`src/rtl/fed_pkg.sv`:
```
// Shared types and constants of the flight event detector.
`default_nettype none

package fed_pkg;

	// Flight phase codes as they appear on the result port
	localparam logic [1:0] PH_ARMED   = 2'd0;
	localparam logic [1:0] PH_ASCENT  = 2'd1;
	localparam logic [1:0] PH_APOGEE  = 2'd2;
	localparam logic [1:0] PH_DESCENT = 2'd3;

	// Configuration register indexes
	localparam logic [1:0] CFG_LAUNCH_THR  = 2'd0;
	localparam logic [1:0] CFG_LAUNCH_HOLD = 2'd1;
	localparam logic [1:0] CFG_APOGEE_HOLD = 2'd2;

	// Register reset values
	localparam logic [15:0] LAUNCH_THR_RST  = 16'd3000;
	localparam logic [15:0] LAUNCH_HOLD_RST = 16'd100;
	localparam logic [15:0] APOGEE_HOLD_RST = 16'd500;

	// Peak altitude before launch: most negative altitude
	localparam logic signed [23:0] PEAK_RST = 24'sh800000;

	// One sample as seen by the phase logic
	typedef struct packed {
		logic               thrust;
		logic               baro_ok;
		logic signed [23:0] altitude_cm;
		logic [31:0]        time_ms;
	} sample_t;

	// Hold times from the configuration registers
	typedef struct packed {
		logic [15:0] thrust_dwell_ms;
		logic [15:0] fall_dwell_ms;
	} hold_cfg_t;

	// One result beat
	typedef struct packed {
		logic [1:0] phase;
		logic       guidance_on;
		logic       launch_seen;
		logic       apogee_seen;
	} result_t;

endpackage

`default_nettype wire

```
`src/rtl/fed_phase_fsm.sv`:
```
// Flight phase sequencer: thrust and fall timers, peak altitude, guidance flag.
`default_nettype none

module fed_phase_fsm
	import fed_pkg::*;
(
	input  wire logic      clk,
	input  wire logic      arst_n,
	input  wire logic      advance,
	input  wire sample_t   sample,
	input  wire hold_cfg_t hold_cfg,
	output result_t        result
);

	typedef enum logic [1:0] {
		ARMED   = PH_ARMED,
		ASCENT  = PH_ASCENT,
		APOGEE  = PH_APOGEE,
		DESCENT = PH_DESCENT
	} phase_t;

	phase_t             phase_q, phase_d;
	logic               thrust_run_q, thrust_run_d;
	logic [31:0]        thrust_start_q, thrust_start_d;
	logic               fall_run_q, fall_run_d;
	logic [31:0]        fall_start_q, fall_start_d;
	logic signed [23:0] peak_q, peak_d;
	logic               guid_q, guid_d;
	logic               launch_d, apogee_d;
	logic [31:0]        thrust_age, fall_age;

	// Elapsed times wrap modulo 2^32
	assign thrust_age = sample.time_ms - thrust_start_q;
	assign fall_age   = sample.time_ms - fall_start_q;

	// Next state for the sample at the head of the pipe
	always_comb begin
		phase_d        = phase_q;
		thrust_run_d   = thrust_run_q;
		thrust_start_d = thrust_start_q;
		fall_run_d     = fall_run_q;
		fall_start_d   = fall_start_q;
		peak_d         = peak_q;
		guid_d         = guid_q;
		launch_d       = 1'b0;
		apogee_d       = 1'b0;
		case (phase_q)
			ARMED: begin
				if (!sample.thrust) begin
					thrust_run_d = 1'b0;
				end else if (!thrust_run_q) begin
					thrust_run_d   = 1'b1;
					thrust_start_d = sample.time_ms;
				end else if (thrust_age >= {16'd0, hold_cfg.thrust_dwell_ms}) begin
					phase_d  = ASCENT;
					guid_d   = 1'b1;
					peak_d   = sample.altitude_cm;
					launch_d = 1'b1;
				end
			end
			ASCENT: begin
				// Ignore samples with an unhealthy barometer
				if (sample.baro_ok) begin
					if (sample.altitude_cm > peak_q) begin
						peak_d     = sample.altitude_cm;
						fall_run_d = 1'b0;
					end else if (!fall_run_q) begin
						fall_run_d   = 1'b1;
						fall_start_d = sample.time_ms;
					end else if (fall_age >= {16'd0, hold_cfg.fall_dwell_ms}) begin
						phase_d  = APOGEE;
						guid_d   = 1'b0;
						apogee_d = 1'b1;
					end
				end
			end
			APOGEE: begin
				phase_d = DESCENT;
			end
			DESCENT: begin
				phase_d = DESCENT;
			end
			default: begin
				phase_d = phase_q;
			end
		endcase
	end

	// Hold state; advance only when the sample moves on to the result register
	always_ff @(posedge clk or negedge arst_n) begin
		if (!arst_n) begin
			phase_q        <= ARMED;
			thrust_run_q   <= 1'b0;
			thrust_start_q <= '0;
			fall_run_q     <= 1'b0;
			fall_start_q   <= '0;
			peak_q         <= PEAK_RST;
			guid_q         <= 1'b0;
		end else if (advance) begin
			phase_q        <= phase_d;
			thrust_run_q   <= thrust_run_d;
			thrust_start_q <= thrust_start_d;
			fall_run_q     <= fall_run_d;
			fall_start_q   <= fall_start_d;
			peak_q         <= peak_d;
			guid_q         <= guid_d;
		end
	end

	assign result.phase       = phase_d;
	assign result.guidance_on = guid_d;
	assign result.launch_seen = launch_d;
	assign result.apogee_seen = apogee_d;

endmodule

`default_nettype wire

```
`src/rtl/flight_event_detector_unit.sv`:
```
// Top level of the flight event detector: handshake pipe, magnitude test, registers.
//
//  channel | direction | handshake            | payload
//  --------+-----------+----------------------+---------------------------------------------
//  in      | sink      | in_valid / in_ready  | accel_x/y/z, altitude_cm, baro_ok, time_ms
//  out     | source    | out_valid / out_ready| phase, guidance_on, launch_seen, apogee_seen
//  cfg     | sink      | cfg_valid / cfg_ready| cfg_index, cfg_data
//
// One sample per clock is sustained while out_ready stays high; each sample passes from input
// beat to result beat through the input register, squared axes and result register.
// The phase state updates as a sample enters the result register, so the
// sample order through the single phase sequencer sets the rate of one per clock.
// Each stage has its own valid bit and fills while the result waits, so up to
// two more samples are taken during an output stall.
// Reset restores armed phase and the register defaults; cfg_ready is always high.
`default_nettype none

module flight_event_detector_unit
	import fed_pkg::*;
(
	input  wire logic               clk,
	input  wire logic               arst_n,
	input  wire logic               in_valid,
	output logic                    in_ready,
	input  wire logic signed [15:0] accel_x,
	input  wire logic signed [15:0] accel_y,
	input  wire logic signed [15:0] accel_z,
	input  wire logic signed [23:0] altitude_cm,
	input  wire logic               baro_ok,
	input  wire logic [31:0]        time_ms,
	output logic                    out_valid,
	input  wire logic               out_ready,
	output logic [1:0]              phase,
	output logic                    guidance_on,
	output logic                    launch_seen,
	output logic                    apogee_seen,
	input  wire logic               cfg_valid,
	output logic                    cfg_ready,
	input  wire logic [1:0]         cfg_index,
	input  wire logic [15:0]        cfg_data
);

	// Configuration registers; the threshold is kept squared
	logic [31:0] thr_sq_q;
	hold_cfg_t   hold_q;

	// Stage 1: input register
	logic               v_s1;
	logic signed [15:0] ax_s1, ay_s1, az_s1;
	logic signed [23:0] alt_s1;
	logic               ok_s1;
	logic [31:0]        time_s1;

	// Stage 2: squared axes
	logic               v_s2;
	logic [30:0]        sqx_s2, sqy_s2, sqz_s2;
	logic signed [23:0] alt_s2;
	logic               ok_s2;
	logic [31:0]        time_s2;

	// Result register
	logic    out_valid_q;
	result_t res_q;

	logic        rdy_s1, rdy_s2, rdy_out;
	logic        adv_s2;
	logic signed [31:0] px, py, pz;
	logic [31:0] mag_sq;
	sample_t     sample;
	result_t     res_d;

	assign cfg_ready = 1'b1;

	// Write configuration registers
	always_ff @(posedge clk or negedge arst_n) begin
		if (!arst_n) begin
			thr_sq_q               <= {16'd0, LAUNCH_THR_RST} * {16'd0, LAUNCH_THR_RST};
			hold_q.thrust_dwell_ms <= LAUNCH_HOLD_RST;
			hold_q.fall_dwell_ms   <= APOGEE_HOLD_RST;
		end else if (cfg_valid) begin
			case (cfg_index)
				CFG_LAUNCH_THR:  thr_sq_q <= {16'd0, cfg_data} * {16'd0, cfg_data};
				CFG_LAUNCH_HOLD: hold_q.thrust_dwell_ms <= cfg_data;
				CFG_APOGEE_HOLD: hold_q.fall_dwell_ms   <= cfg_data;
				default:         thr_sq_q <= thr_sq_q;
			endcase
		end
	end

	// Stage readiness: a stage moves when empty or when its successor moves
	assign rdy_out  = !out_valid_q || out_ready;
	assign rdy_s2   = !v_s2 || rdy_out;
	assign rdy_s1   = !v_s1 || rdy_s2;
	assign in_ready = rdy_s1;
	assign adv_s2   = v_s2 && rdy_out;

	// Valid bits
	always_ff @(posedge clk or negedge arst_n) begin
		if (!arst_n) begin
			v_s1        <= 1'b0;
			v_s2        <= 1'b0;
			out_valid_q <= 1'b0;
		end else begin
			if (rdy_s1) v_s1 <= in_valid;
			if (rdy_s2) v_s2 <= v_s1;
			if (rdy_out) out_valid_q <= v_s2;
		end
	end

	// Capture the input beat
	always_ff @(posedge clk) begin
		if (in_valid && rdy_s1) begin
			ax_s1   <= accel_x;
			ay_s1   <= accel_y;
			az_s1   <= accel_z;
			alt_s1  <= altitude_cm;
			ok_s1   <= baro_ok;
			time_s1 <= time_ms;
		end
	end

	// Square each axis; every square is non-negative and at most 2^30
	assign px = ax_s1 * ax_s1;
	assign py = ay_s1 * ay_s1;
	assign pz = az_s1 * az_s1;

	always_ff @(posedge clk) begin
		if (v_s1 && rdy_s2) begin
			sqx_s2  <= px[30:0];
			sqy_s2  <= py[30:0];
			sqz_s2  <= pz[30:0];
			alt_s2  <= alt_s1;
			ok_s2   <= ok_s1;
			time_s2 <= time_s1;
		end
	end

	// Sum of squares fits in 32 bits; compare with the squared threshold
	assign mag_sq = {1'b0, sqx_s2} + {1'b0, sqy_s2} + {1'b0, sqz_s2};

	assign sample.thrust      = (mag_sq >= thr_sq_q);
	assign sample.baro_ok     = ok_s2;
	assign sample.altitude_cm = alt_s2;
	assign sample.time_ms     = time_s2;

	fed_phase_fsm u_fsm (
		.clk      (clk),
		.arst_n   (arst_n),
		.advance  (adv_s2),
		.sample   (sample),
		.hold_cfg (hold_q),
		.result   (res_d)
	);

	// Load the result register
	always_ff @(posedge clk) begin
		if (adv_s2) begin
			res_q <= res_d;
		end
	end

	assign out_valid   = out_valid_q;
	assign phase       = res_q.phase;
	assign guidance_on = res_q.guidance_on;
	assign launch_seen = res_q.launch_seen;
	assign apogee_seen = res_q.apogee_seen;

endmodule

`default_nettype wire

```
`config.mk`:
```
export PLATFORM = sky130hd
export DESIGN_NAME = flight_event_detector_unit
export DESIGN_NICKNAME = d
export VERILOG_FILES = /design/src/rtl/fed_pkg.sv /design/src/rtl/fed_phase_fsm.sv /design/src/rtl/flight_event_detector_unit.sv
export SDC_FILE = /design/constraint.sdc
export NUM_CORES = 2
export LEC_CHECK = 0
export ABC_AREA = 1
export BUFFER_PORTS_ARGS = -buffer_cell sky130_fd_sc_hd__buf_4
export CAP_MARGIN = 20
export CORE_MARGIN = 2
export CORE_UTILIZATION = 40
export CTS_CLUSTER_SIZE = 10
export DETAILED_ROUTE_END_ITERATION = 10
export PLACE_DENSITY_LB_ADDON = 0.25
export SYNTH_ARGS = -nofsm -noshare
export SYNTH_HDL_FRONTEND = slang
export SYNTH_SLANG_ARGS = --single-unit
```
`constraint.sdc`:
```
create_clock -name clk -period 5.45 [get_ports clk]
set_input_delay 1.09 -clock clk [delete_from_list [all_inputs] [get_ports clk]]
set_output_delay 1.09 -clock clk [all_outputs]
set_load 0.005 [all_outputs]
```
==> results.py <==
metrics = {
    "status": {
        "outcome": "finished, violations left",
        "violations": "negative setup slack",
    },
    "cells_and_area": {
        "area_growth_pct": 26.83,
        "fin_cells": 9318,
        "fillCellCount": 12910,
        "antenna_cells": 0,
        "num-nets-final": 8935,
        "final_layout_size_suffix_gt1_share_pct": 22.87,
    },
    "clocking": {
        "cts_buffer_depth": 3,
        "cts_tree": "done",
        "clock-root-buffer": "clkbuf_16",
        "clkLatencyLatePin_ps": 680,
        "cts.htree.levels": 2,
        "cts_buffers": 57,
        "clk_pin_slew_ps": 60,
        "cts_hold_buf": 0,
        "numClockSinks": 416,
    },
    "setup_path": {
        "cpLargestDelayFamily": "adder cells",
        "crit_buf_inv": 8,
        "crit_path_top_delay_cell": "fa_1",
        "slowest_delay_ps": 580,
        "cp-end-kind": "flop",
        "path_cells": "buf_4, nand2_2, inv_1, fa_1, inv_2, fa_2, fa_1, inv_1, fa_1, fa_1, inv_2, fa_1, inv_2, ha_4, nand2_4, buf_6, o21a_1, inv_2, a21oi_2, nand3_2, nand4_1, o211ai_1, a21oi_2, xor2_2",
        "path_class": "flop to flop",
        "cp_max_fo": 4,
        "startpoint_type": "flop",
        "cp_common_cell": "fa_1",
        "cp.required_ps": 5940,
        "arrival_ps": 6280,
    },
    "route": {
        "wirelength_mm": 138.5,
        "routedWlPerCell_um": 14.86,
        "via_per_inst": 4.621,
        "first_iter_violations": 2104,
        "vias": 43060,
        "firstDrtPassIters": 6,
        "drtAntennaViolNets": 0,
        "drc_errors": 0,
    },
    "timing": {
        "finalClockSkew_ps": 24.93,
        "fin_ws_ps": -345.9,
        "min_period_over_period_pct": 106.3,
        "max_slew_margin_pct": 45.31,
        "tightest_slew_ps": 817.3,
        "setup_viol": 36,
        "rsz0062_at_grt": "yes",
        "final_max_slew_viol_count": 0,
        "min_period_ps": 5796,
        "max_freq_mhz": 172.5,
        "finalHoldViolCount": 0,
    },
    "synth": {
        "synth.avg_cell_area_um2": 8.624,
        "ys_ff_latch": 416,
        "yosysTopAreaCellShare_pct": 31.49,
        "synth_warnings": 0,
        "async_reset_ff_share_pct": 38.22,
        "yosysTopAreaCell": "fa_1",
        "synth_flop_cell": "edfxtp_1",
        "synthDistinctLibCells": 53,
        "synth_cells": 6539,
        "yosys-top-cells-area": "fa_1 (31%), edfxtp_1 (14%), inv_1 (12%), ha_1 (12%), nand2_1 (9.0%)",
        "netlist_area_um2": 56390,
        "synth_edf_count": 257,
        "synth_seq_area_share_pct": 20.78,
    },
    "placement": {
        "hpwl_mm": 115.0,
        "numPlacedInstances": 9061,
        "portBuffers": 134,
        "routabilityCongestion": 0.8931,
    },
    "floorplan": {
        "die_area_um2": 144000,
        "rows": 137,
        "core_area_um2": 139700,
        "die_width_um": 379.5,
        "die_y_um": 379.5,
        "start_util_pct": 40.37,
        "ios": 136,
    },
    "global_routing": {
        "grt_first_pass_wirelength_mm": 228.4,
        "grt_start_max_net_pins": 118,
        "grtUsageTotal_pct": 19.72,
        "grt_pass1_vias": 45470,
        "grt-ovfl-total": 0,
        "antenna_found_initial": 0,
    },
    "flow_run": {
        "drv_cap": 0,
    },
    "worst_hold_path": {
        "hold_class": "flop to flop",
    },
}
-- cells by family (layout without fill, tap and decap cells) --
| kind of cell | count (synthesis) | in the layout | synth area share [%] |
|---|---|---|---|
| adders and majority gates | 1413 | 1413 | 43.16 |
| AOI/OAI and AO/OA | 586 | 586 | 5.773 |
| other | 2 | 4 | 0.01332 |
| and+or+nand+nor | 1868 | 1868 | 13.25 |
| muxes | 2 | 2 | 0.03994 |
| xor gates and xnor gates | 220 | 220 | 3.417 |
| buffers and inverters | 2032 | 2933 | 13.57 |
| DFF | 416 | 416 | 20.78 |
-- flip-flops by register name (all words and copies together), names as in the netlist, 24 cells and up --
| register | flops |
|---|---|
| alt_s1 | 24 |
| time_s2 | 32 |
| alt_s2 | 24 |
| sqz_s2 | 30 |
| thr_sq_q | 31 |
| u_fsm.fall_start_q | 32 |
| hold_q | 32 |
| sqy_s2 | 30 |
| u_fsm.thrust_start_q | 32 |
| time_s1 | 32 |
| u_fsm.peak_q | 24 |
| sqx_s2 | 30 |
-- cell usage after synthesis, types with 6 or more instances --
library cell / count
a211oi_1: 7
a21o_1: 19
a21oi_1: 248
a31oi_1: 26
buf_1: 6
clkbuf_1: 148
dfrtp_1: 142
dfstp_2: 17
edfxtp_1: 257
fa_1: 887
ha_1: 526
inv_1: 1866
nand2_1: 1354
nand3_1: 147
nand3b_1: 10
nand4_1: 33
nor2_1: 246
nor2_2: 6
nor3_1: 36
nor4_1: 8
o211ai_1: 8
o21a_1: 12
o21ai_0: 201
o21ai_1: 8
o21bai_1: 21
o221ai_1: 7
or2_2: 14
xnor2_1: 77
xor2_1: 143
-- layout by cell type, fill, tap and decap left out, types with 12 or more instances in the layout --
master,instances
xor2_2,15
fa_1,843
fa_2,44
clkbuf_16,59
o21ai_1,36
a21oi_4,23
nand3_2,18
dfstp_2,17
inv_1,1739
dfrtp_1,142
xnor2_1,64
nor2_2,26
nor2_4,13
buf_6,116
inv_2,119
o21ai_0,146
nand4_1,33
buf_12,39
o21bai_1,16
buf_4,780
ha_1,450
nand3_1,128
nand2_2,77
nand2_4,46
xor2_1,127
nor3_1,25
inv_4,12
buf_8,18
clkbuf_1,24
nand2_1,1232
o21ai_2,24
a21o_1,19
edfxtp_1,257
a21oi_1,162
a31oi_1,16
a21oi_2,65
nor2_1,213
ha_4,74
-- final cells by class --
type,count,area [um2],share of cell area [%]
clock buffer,83,1544,2.159
clock inverter,24,369.1,0.5161
inverter,1871,7054,9.863
multi-input combinational,4093,40230,56.24
sequential,416,11720,16.38
tap,1876,2347,3.282
timing repair buffer,955,8263,11.55
-- metrics by stage --
step,instance area [um2],setup slack (ps),TNS (ps),util (%),hold slack [ps]
floorplan,57900,-583.0,-5443,-,400.3
global placement,65320,-850.4,-23800,46.75,404.3
detailed placement,65320,-877.9,-25980,46.75,405.1
CTS,69230,-381.4,-6237,49.55,418.2
global route,71520,-568.4,-14730,51.20,421.1
finish,71520,-345.9,-5642,51.20,414.6
-- final timing paths --
path,end,slack [ps],startpoint,depth (start not counted)
min,time_s2[23],410,time_s1[23],0
max,sqy_s2[30],-350,ay_s1[3],24
min reg2reg,time_s2[23],410,time_s1[23],0
max in group asynchronous,thr_sq_q[13],3860,arst_n,2
min in group asynchronous,u_fsm.thrust_start_q[26],430,arst_n,1
max reg2reg,sqy_s2[30],-350,ay_s1[3],24
-- timing repair --
item	4_1_cts	5_1_grt
hold endpoints to repair	0	0
cloned	1	3
pin swaps	194	294
gates resized for setup	370	443
setup endpoints to repair	80	120
setup buffers	82	76
-- routing by layer --
metal  up-vias  routed length (um)  global-route usage, %
met1     21080               62320                  26.39
met5         -                   0                      0
met4         0                3710                  5.383
met2       572               68390                  34.15
met3       198                4031                  1.776
li1      21210                   -                      -
Power is not shown: default switching activity piles up to over one toggle a cycle in this logic, so the estimate is an artifact.
